File: config.mk
export PLATFORM = sky130hd
export DESIGN_NAME = first_n_primes_sieve_unit
export DESIGN_NICKNAME = d
export VERILOG_FILES = /design/src/design/fnps_pkg.sv /design/src/design/fnps_ctrl.sv /design/src/design/fnps_dpath.sv /design/src/design/first_n_primes_sieve_unit.sv
export SDC_FILE = /design/constraint.sdc
export NUM_CORES = 1
export LEC_CHECK = 0
export BUFFER_PORTS_ARGS = -buffer_cell sky130_fd_sc_hd__buf_2
export CAP_MARGIN = 30
export CELL_PAD_IN_SITES_DETAIL_PLACEMENT = 1
export CELL_PAD_IN_SITES_GLOBAL_PLACEMENT = 1
export CORE_AREA = 4 4 222 224
export CTS_BUF_LIST = sky130_fd_sc_hd__clkbuf_4 sky130_fd_sc_hd__clkbuf_8
export CTS_CLUSTER_SIZE = 28
export DETAILED_ROUTE_END_ITERATION = 10
export DIE_AREA = 0 0 226 228
export PLACE_DENSITY = 0.84
export SLEW_MARGIN = 20
export SYNTH_ARGS = -nofsm -noshare
export SYNTH_HDL_FRONTEND = slang
export SYNTH_SLANG_ARGS = --single-unit
File: constraint.sdc
create_clock -name clock -period 11.4 [get_ports clock]
set_input_delay 1.14 -clock clock [delete_from_list [all_inputs] [get_ports clock]]
set_output_delay 1.14 -clock clock [all_outputs]
set_load 0.02 [all_outputs]
File: src/design/fnps_pkg.sv
package fnps_pkg;

   localparam int COUNT_W   = 7;
   localparam int PRIME_W   = 10;
   localparam int MAX_COUNT = 64;

   typedef enum logic [2:0] {
      ST_IDLE,
      ST_FILL,
      ST_READ,
      ST_CHECK,
      ST_FLUSH,
      ST_CLEAR,
      ST_LAST,
      ST_FINAL
   } state_type;

   typedef struct packed {
      logic start;
      logic fill_wr;
      logic idx_inc;
      logic idx_clr;
      logic mult_load;
      logic clr_wr;
      logic pend_load;
      logic pend_clr;
      logic emit;
      logic emit_cur;
      logic emit_last;
      logic emit_oor;
   } cmd_type;

   typedef struct packed {
      logic count_zero;
      logic idx_last;
      logic idx_end;
      logic mark;
      logic pend_valid;
      logic final_count;
      logic mult_done;
      logic out_free;
   } status_type;

endpackage

File: src/design/fnps_ctrl.sv
module fnps_ctrl
   import fnps_pkg::*;
(
   input  logic       clock,
   input  logic       reset,
   input  logic       req_valid,
   output logic       req_ready,
   input  status_type status,
   output cmd_type    cmd
);

   state_type state_ff, state_in;

   always_ff @(posedge clock) begin
      if (reset) begin
         state_ff <= ST_IDLE;
      end else begin
         state_ff <= state_in;
      end
   end

   always_comb begin
      state_in  = state_ff;
      cmd       = '0;
      req_ready = 1'b0;
      case (state_ff)
         ST_IDLE: begin
            req_ready = 1'b1;
            if (req_valid) begin
               cmd.start = 1'b1;
               if (!status.count_zero) begin
                  state_in = ST_FILL;
               end
            end
         end
         ST_FILL: begin
            cmd.fill_wr = 1'b1;
            if (status.idx_last) begin
               cmd.idx_clr = 1'b1;
               state_in    = ST_READ;
            end else begin
               cmd.idx_inc = 1'b1;
            end
         end
         ST_READ: begin
            if (status.idx_end) begin
               state_in = status.pend_valid ? ST_FINAL : ST_IDLE;
            end else begin
               state_in = ST_CHECK;
            end
         end
         ST_CHECK: begin
            if (!status.mark) begin
               cmd.idx_inc = 1'b1;
               state_in    = ST_READ;
            end else if (status.pend_valid) begin
               state_in = ST_FLUSH;
            end else if (status.final_count) begin
               state_in = ST_LAST;
            end else begin
               cmd.pend_load = 1'b1;
               cmd.mult_load = 1'b1;
               state_in      = ST_CLEAR;
            end
         end
         ST_FLUSH: begin
            if (status.out_free) begin
               cmd.emit     = 1'b1;
               cmd.pend_clr = 1'b1;
               state_in     = ST_CHECK;
            end
         end
         ST_CLEAR: begin
            if (status.mult_done) begin
               cmd.idx_inc = 1'b1;
               state_in    = ST_READ;
            end else begin
               cmd.clr_wr = 1'b1;
            end
         end
         ST_LAST: begin
            if (status.out_free) begin
               cmd.emit      = 1'b1;
               cmd.emit_cur  = 1'b1;
               cmd.emit_last = 1'b1;
               state_in      = ST_IDLE;
            end
         end
         ST_FINAL: begin
            if (status.out_free) begin
               cmd.emit      = 1'b1;
               cmd.emit_last = 1'b1;
               cmd.emit_oor  = 1'b1;
               cmd.pend_clr  = 1'b1;
               state_in      = ST_IDLE;
            end
         end
         default: begin
            state_in = ST_IDLE;
         end
      endcase
   end

endmodule

File: src/design/fnps_dpath.sv
module fnps_dpath
   import fnps_pkg::*;
#(
   parameter int SIEVE_SIZE = 512
)
(
   input  logic               clock,
   input  logic               reset,
   input  logic [COUNT_W-1:0] req_count_wanted,
   input  cmd_type            cmd,
   output status_type         status,
   output logic               rsp_valid,
   input  logic               rsp_ready,
   output logic [PRIME_W-1:0] rsp_prime_value,
   output logic               rsp_is_last,
   output logic               rsp_out_of_room
);

   localparam int IW = $clog2(SIEVE_SIZE);
   localparam int VW = $clog2(SIEVE_SIZE + 2);
   localparam int MW = VW + 1;

   logic               marks_ff [SIEVE_SIZE];
   logic               mark_ff;
   logic [VW-1:0]      idx_ff;
   logic [MW-1:0]      mult_ff;
   logic [COUNT_W-1:0] found_ff;
   logic [COUNT_W-1:0] wanted_ff;
   logic [PRIME_W-1:0] pend_ff;
   logic               pend_valid_ff;
   logic               rsp_valid_ff;
   logic [PRIME_W-1:0] rsp_prime_ff;
   logic               rsp_last_ff;
   logic               rsp_oor_ff;

   logic [PRIME_W-1:0] cur_prime;
   logic [COUNT_W-1:0] wanted_in;
   logic [IW-1:0]      waddr;
   logic               we;
   logic               wdata;

   assign cur_prime = PRIME_W'(idx_ff + VW'(2));
   assign wanted_in = (req_count_wanted > COUNT_W'(MAX_COUNT)) ?
                      COUNT_W'(MAX_COUNT) : req_count_wanted;
   assign we    = cmd.fill_wr | cmd.clr_wr;
   assign wdata = cmd.fill_wr;
   assign waddr = cmd.fill_wr ? idx_ff[IW-1:0] : mult_ff[IW-1:0];

   always_ff @(posedge clock) begin
      if (we) begin
         marks_ff[waddr] <= wdata;
      end
      mark_ff <= marks_ff[idx_ff[IW-1:0]];
   end

   always_ff @(posedge clock) begin
      if (cmd.start) begin
         idx_ff    <= '0;
         found_ff  <= '0;
         wanted_ff <= wanted_in;
      end else begin
         if (cmd.idx_clr) begin
            idx_ff <= '0;
         end else if (cmd.idx_inc) begin
            idx_ff <= idx_ff + VW'(1);
         end
         if (cmd.pend_load) begin
            found_ff <= found_ff + COUNT_W'(1);
         end
      end
      if (cmd.mult_load) begin
         mult_ff <= (MW'(idx_ff) << 1) + MW'(2);
      end else if (cmd.clr_wr) begin
         mult_ff <= mult_ff + MW'(idx_ff) + MW'(2);
      end
      if (cmd.pend_load) begin
         pend_ff <= cur_prime;
      end
   end

   always_ff @(posedge clock) begin
      if (reset) begin
         pend_valid_ff <= 1'b0;
         rsp_valid_ff  <= 1'b0;
      end else begin
         if (cmd.pend_load) begin
            pend_valid_ff <= 1'b1;
         end else if (cmd.pend_clr || cmd.start) begin
            pend_valid_ff <= 1'b0;
         end
         if (cmd.emit) begin
            rsp_valid_ff <= 1'b1;
         end else if (rsp_ready) begin
            rsp_valid_ff <= 1'b0;
         end
      end
   end

   always_ff @(posedge clock) begin
      if (cmd.emit) begin
         rsp_prime_ff <= cmd.emit_cur ? cur_prime : pend_ff;
         rsp_last_ff  <= cmd.emit_last;
         rsp_oor_ff   <= cmd.emit_oor;
      end
   end

   always_comb begin
      status.count_zero  = (req_count_wanted == '0);
      status.idx_last    = (idx_ff == VW'(SIEVE_SIZE - 1));
      status.idx_end     = (idx_ff == VW'(SIEVE_SIZE));
      status.mark        = mark_ff;
      status.pend_valid  = pend_valid_ff;
      status.final_count = ((found_ff + COUNT_W'(1)) == wanted_ff);
      status.mult_done   = (mult_ff >= MW'(SIEVE_SIZE));
      status.out_free    = !rsp_valid_ff || rsp_ready;
   end

   assign rsp_valid       = rsp_valid_ff;
   assign rsp_prime_value = rsp_prime_ff;
   assign rsp_is_last     = rsp_last_ff;
   assign rsp_out_of_room = rsp_oor_ff;

endmodule

File: src/design/first_n_primes_sieve_unit.sv
// Sieve of Eratosthenes over a table of SIEVE_SIZE marks for the numbers 2 to
// SIEVE_SIZE+1. One request beat carries the count of primes wanted (capped at
// 64). The primes come out in ascending order. The final one is flagged last,
// and also flagged out of room if the table ended first. A count of zero yields
// no beats. The block works on one request at a time. A request is accepted,
// then the whole table is set. After that each candidate is read and checked,
// and each multiple of a found prime is cleared. Each prime found can also
// bring the flush of the prime before it, a second check, and the end of its
// clearing pass. Setting and clearing share the single write port of the mark
// memory. The result side can stall the flushes and the final beat.
// A new request is taken once the last beat of the previous one is loaded.
module first_n_primes_sieve_unit
   import fnps_pkg::*;
#(
   parameter int SIEVE_SIZE = 512
)
(
   input  logic               clock,
   input  logic               reset,
   input  logic               req_valid,
   output logic               req_ready,
   input  logic [COUNT_W-1:0] req_count_wanted,
   output logic               rsp_valid,
   input  logic               rsp_ready,
   output logic [PRIME_W-1:0] rsp_prime_value,
   output logic               rsp_is_last,
   output logic               rsp_out_of_room
);

   cmd_type    cmd;
   status_type status;

   fnps_ctrl u_ctrl (
      .clock     (clock),
      .reset     (reset),
      .req_valid (req_valid),
      .req_ready (req_ready),
      .status    (status),
      .cmd       (cmd)
   );

   fnps_dpath #(
      .SIEVE_SIZE (SIEVE_SIZE)
   ) u_dpath (
      .clock            (clock),
      .reset            (reset),
      .req_count_wanted (req_count_wanted),
      .cmd              (cmd),
      .status           (status),
      .rsp_valid        (rsp_valid),
      .rsp_ready        (rsp_ready),
      .rsp_prime_value  (rsp_prime_value),
      .rsp_is_last      (rsp_is_last),
      .rsp_out_of_room  (rsp_out_of_room)
   );

`ifndef SYNTHESIS
   a_zero_stays_idle: assert property (@(posedge clock) disable iff (reset)
      (req_valid && req_ready && req_count_wanted == '0) |=> req_ready)
      else $error("zero count left idle");

   a_busy_after_start: assert property (@(posedge clock) disable iff (reset)
      (req_valid && req_ready && req_count_wanted != '0) |=> !req_ready)
      else $error("request accepted while sieve busy");

   a_oor_on_last: assert property (@(posedge clock) disable iff (reset)
      (rsp_valid && rsp_out_of_room) |-> rsp_is_last)
      else $error("out of room on a beat that is not last");

   a_emit_when_free: assert property (@(posedge clock) disable iff (reset)
      (rsp_valid && !rsp_ready) |=> !$changed(rsp_prime_value))
      else $error("result overwritten before taken");
`endif

endmodule

Word level (Yosys, flattened, before mapping)
Memories as Yosys holds them, arrays and structs flattened. A register that Yosys moved wholly into a read port is not among the register bits.
Cells that the tools add are included.
- $add $sub $neg: 6
- magnitude comparators: 2
- eq/ne operators: 16
- multiplexer cells: 44
- bitwise operators: 1
- reductions and logical operators: 12
- operator list (kind ; number):
    $mux W3 ; 10
    $mux W1 ; 23
    $add A11 B2 Y11 const B ; 2
    $mux W11 ; 2
    $pmux W3 S7 ; 1
    $eq A3 B3 Y1 const B ; 4
    $add A11 B10 Y11 ; 1
    $ge A11 B10 Y1 const B ; 1
    $add A10 B1 Y10 const B ; 1
    $add A10 B2 Y10 const B ; 1
    $eq A10 B10 Y1 const B ; 1
    $eq A10 B9 Y1 const B ; 1
    $mux W10 ; 1
    $ne A2 B2 Y1 const B ; 5
    $mux W9 ; 1
    $add A7 B1 Y7 const B ; 1
    $eq A7 B7 Y1 ; 1
    $gt A7 B7 Y1 const B ; 1
    $logic_not A7 Y1 ; 1
    $eq A3 B2 Y1 const B ; 2
    $mux W2 ; 3
    $reduce_and A6 Y1 ; 1
    $reduce_bool A2 Y1 ; 3
    $reduce_or A2 Y1 ; 3
    8 further kinds ; 10
- flip-flop bits (word level): 62
- memory bits (writable): 512
- bits of input ports: 11
- output and inout bits: 14
- memories kept: 1
- memory list (memory ; words ; width ; read ports ; clocked after memory_dff ; write ports ; RTL line ; RTL):
    u_dpath.marks_ff ; 512 ; 1 ; 1 ; 1 ; 1 ; fnps_dpath.sv:23 ; logic marks_ff [SIEVE_SIZE];

Logic depth before layout (Yosys ltp)
- depth after elaboration: 7
- mapped depth: 18

By module
From an unflattened synthesis, not the netlist that was laid out.
- cells, all modules: 1936
- area, all modules: 26386.6 um2
- modules (own cells, without submodules) (module ; instances ; cells each ; area an instance (um2)):
    fnps_dpath ; 1 ; 1883 ; 26007.4
    fnps_ctrl ; 1 ; 53 ; 379.1

Worst setup path after synthesis
No wires, ideal clock.
- path type: register to register
- start: register u_ctrl.state_ff[1]
- end: memory u_dpath.marks_ff[8], enable pin
- library setup time: 0.300 ns
- data arrival time: 5.699 ns
- data required time: 11.100 ns
- path slack: 5.401 ns
- cell stages (with the launch flop): 13
- path buffers: 4
- cell sequence: dfxtp_1 buf_2 inv_2 nand2_1 or2_0 buf_2 inv_2 buf_2 a31oi_1 nor2_1 nand2_1 clkbuf_1 nor2_1
- RTL lines (item ; RTL line ; RTL):
    start: declaration ; fnps_ctrl.sv:12 ; state_type state_ff, state_in;
    start signal: assignment ; fnps_ctrl.sv:18 ; state_ff <= state_in;
    end: declaration ; fnps_dpath.sv:23 ;

Final worst setup path
- start: register u_dpath.idx_ff[1]
- end: memory u_dpath.marks_ff[230], enable pin
- longest elaborated chain between the ends: 1
- ends and longest elaborated chain (item ; RTL line ; RTL):
    start: declaration ; fnps_dpath.sv:25 ; logic [VW-1:0] idx_ff;
    start signal: assignment ; fnps_dpath.sv:65 ; idx_ff <= idx_ff + VW'(1);
    $mux W9 ; fnps_dpath.sv:47 ; assign waddr = cmd.fill_wr ? idx_ff[IW-1:0] : mult_ff[IW-1:0];
Every way passes these cells.

==> flow_summary_export.csv <==
group,metric,value,unit
grt,antenna_found_initial,1,
clock_network,post_cts.repair.setup_buffers,0,
layout,antenna_cells,0,
worst_hold_path,min_path_type,"reg -> reg",
placed_design,placement.cell_area,26500,sq um
yosys,synth_fp_nets,1877,
route,wl_per_cell,28.0,microns
pwr,p_leak,8.67,nW
floorplan,io_pins,25,
clock_network,cts_resized,0,
yosys,ys_ff_latch,575,
yosys,synth_flop_cell,"edfxtp_1",
placed_design,dp_cells,2366,
yosys,ys_seq_area_share,66.0,%
floorplan,die_y,228,microns
run_status,outcome,"finished clean",
pwr,powerDensity,191,nW/um^2
worst_setup_path,crit_path_start_kind,"register",
route,drt_pass1_iterations,5,
route,ant_nets,0,
clock_network,path_clk_slew,0.06,ns
layout,multi_input_area,8050,sq um
placed_design,gp_congestion,0.835,
floorplan,die_w,226,microns
route,via_count,16360,
timing,drv_slew,0,
yosys,synth_area_leaders,"edfxtp_1 (64%), mux4_2 (12%), nor2_1 (8.3%)",
grt,grt_max_degree,179,
placed_design,port_buffers,24,
layout,final_util,60.1,%
layout,syn_to_final_growth,10.3,%
grt,grt_pass1_vias,17667,
route,vias_per_cell,6.41,
floorplan,dieArea,51500,sq um
floorplan,rows,80,
route,wl,71400,microns
floorplan,initial_core_util,54.5,%
yosys,syn_area,25800,sq um
clock_network,htree_levels,3,
layout,layout-drive-gt1-share,20.6,%
worst_setup_path,worst-setup-path-type,"reg -> reg",
timing,holdWs,0.533,ns
pwr,power.total,5.43,mW
yosys,syn_avg_cell_area,14.0,sq um
clock_network,numCtsBuffers,95,
timing,finalSetupViolCount,0,
timing,max_slew_margin,26.8,%
clock_network,tritoncts,"done",
timing,rsz0062_at_grt,"no",
yosys,synth_edf_count,552,
timing,setup_tns,0,ns
pwr,p_sw,1.53,mW
yosys,synth_top_cell_by_area,"edfxtp_1",
layout,final_nets,1889,
clock_network,cts_hold_buf,0,
yosys,async_flop_share,0,%
timing,worst_pin_slew,1.09,ns
worst_setup_path,path_max_fanout,60,
placed_design,place_ws,7.16,ns
timing,period_needed,4.40,ns
floorplan,core_region_area,47300,sq um
clock_network,root_buffer,"clkbuf_8",
clock_network,cts_max_path_buffers,3,
timing,layout_setup_ws,7.00,ns
pwr,ir_drop,0.0000945,V
timing,hold_violations,0,
route,drtIter0Drc,1787,
pwr,p_int,3.90,mW
pwr,p_clk_share,33.4,%
pwr,pwr-share-comb,20.5,%
grt,overflow,0,
yosys,synth_cell_types,62,
yosys,ys_warn_count,0,
pwr,switching_share,28.2,%
yosys,synth_top_area_share,64.2,%
grt,track_usage,27.6,%
layout,final_common_cell,"nor2_1",
worst_setup_path,crit_arrival,4.75,ns
clock_network,clk-insertion-delay-late,0.70,ns
clock_network,clock_sinks,575,
layout,instances_no_fill,2551,
worst_setup_path,worstPathRequired,11.75,ns
worst_setup_path,endpoint_kind,"register",
timing,period_share,38.6,%
layout,design_area,28500,sq um
timing,skew,0.0381,ns
pwr,sequentialPowerShare,46.1,%
layout,regArea,17000,sq um
route,drc,0,
yosys,syn_inst,1842,
grt,grt_pass1_wl,107000,microns
layout,fillers,4445,
placed_design,dp_hpwl,42300,microns
run,drv_cap,0,
layout,final_cell_mix,"nor2_1 (569), edfxtp_1 (552), mux4_2 (141)",
timing,clock.fmax,227,MHz
## worst paths after layout
kind / from / endpoint / slack (ns) / depth (start not counted)
max: u_dpath.idx_ff[1] / u_dpath.marks_ff[230] / 7.00 / 6
min: u_dpath.found_ff[1] / u_dpath.found_ff[1] / 0.53 / 2
max reg2reg: u_dpath.idx_ff[1] / u_dpath.marks_ff[230] / 7.00 / 6
min reg2reg: u_dpath.found_ff[1] / u_dpath.found_ff[1] / 0.53 / 2
## flip-flops by register name, summed over array words and instances, names as in the netlist
register                 flops
u_dpath.marks_ff           512
u_dpath.mult_ff             11
u_dpath.idx_ff              10
u_dpath.pend_ff             10
u_dpath.rsp_prime_value     10
u_dpath.found_ff             7
u_dpath.wanted_ff            7
u_ctrl.state_ff              3
u_dpath.mark_ff              1
u_dpath.pend_valid_ff        1
u_dpath.rsp_is_last          1
u_dpath.rsp_out_of_room      1
u_dpath.rsp_valid            1
## synth_stat cells, types with 19 or more instances
cell / count
nand3_1: 28
xor2_1: 19
xnor2_1: 28
buf_2: 28
dfxtp_1: 23
nor2_1: 569
clkbuf_1: 87
mux2i_1: 20
ha_1: 23
nand2_1: 88
edfxtp_1: 552
mux4_2: 141
## kinds of logic after synthesis
group | count (synthesis) | share of synthesized area, %
buf+inv | 164 | 3.00
xor+xnor | 47 | 1.59
compound gates | 112 | 3.02
flops | 575 | 66.0
mux | 173 | 13.6
simple gates | 747 | 11.6
fa+ha+maj | 24 | 1.19
## final cells by class
class | count | area share, %
Sequential cell | 575 | 59.9
Multi-Input combinational cell | 1103 | 28.3
Clock buffer | 150 | 6.11
Tap cell | 615 | 2.70
Timing Repair Buffer | 59 | 2.24
Clock inverter | 29 | 0.536
Inverter | 20 | 0.290
## power by group through the flow
stage / Combinational, mW / Sequential [mW] / Clock (mW)
3_3_place_gp: 1.02 / 2.55 / 0
6_report: 1.12 / 2.50 / 1.81
2_1_floorplan: 0.845 / 2.53 / 0
4_1_cts: 1.10 / 2.50 / 1.84
5_1_grt: 1.17 / 2.50 / 1.94
3_5_place_dp: 1.08 / 2.55 / 0
## worst max-delay path, cell delays in order, from the launching register on
cell and delay [ns]:
dfxtp_4 0.60, buf_4 0.78, buf_4 0.81, nand3_1 0.21, o31ai_1 0.28, nand2_2 0.80, nor2_1 0.51
## per-layer routing
layer,track usage [%],vias to the layer above,wire length (microns)
li1,-,6806,-
met1,35.0,8426,26300
met2,45.6,879,36200
met3,6.42,249,5620
met4,12.5,0,3290
met5,0,-,0
No activity file was read; power rests on OpenSTA's default activity.
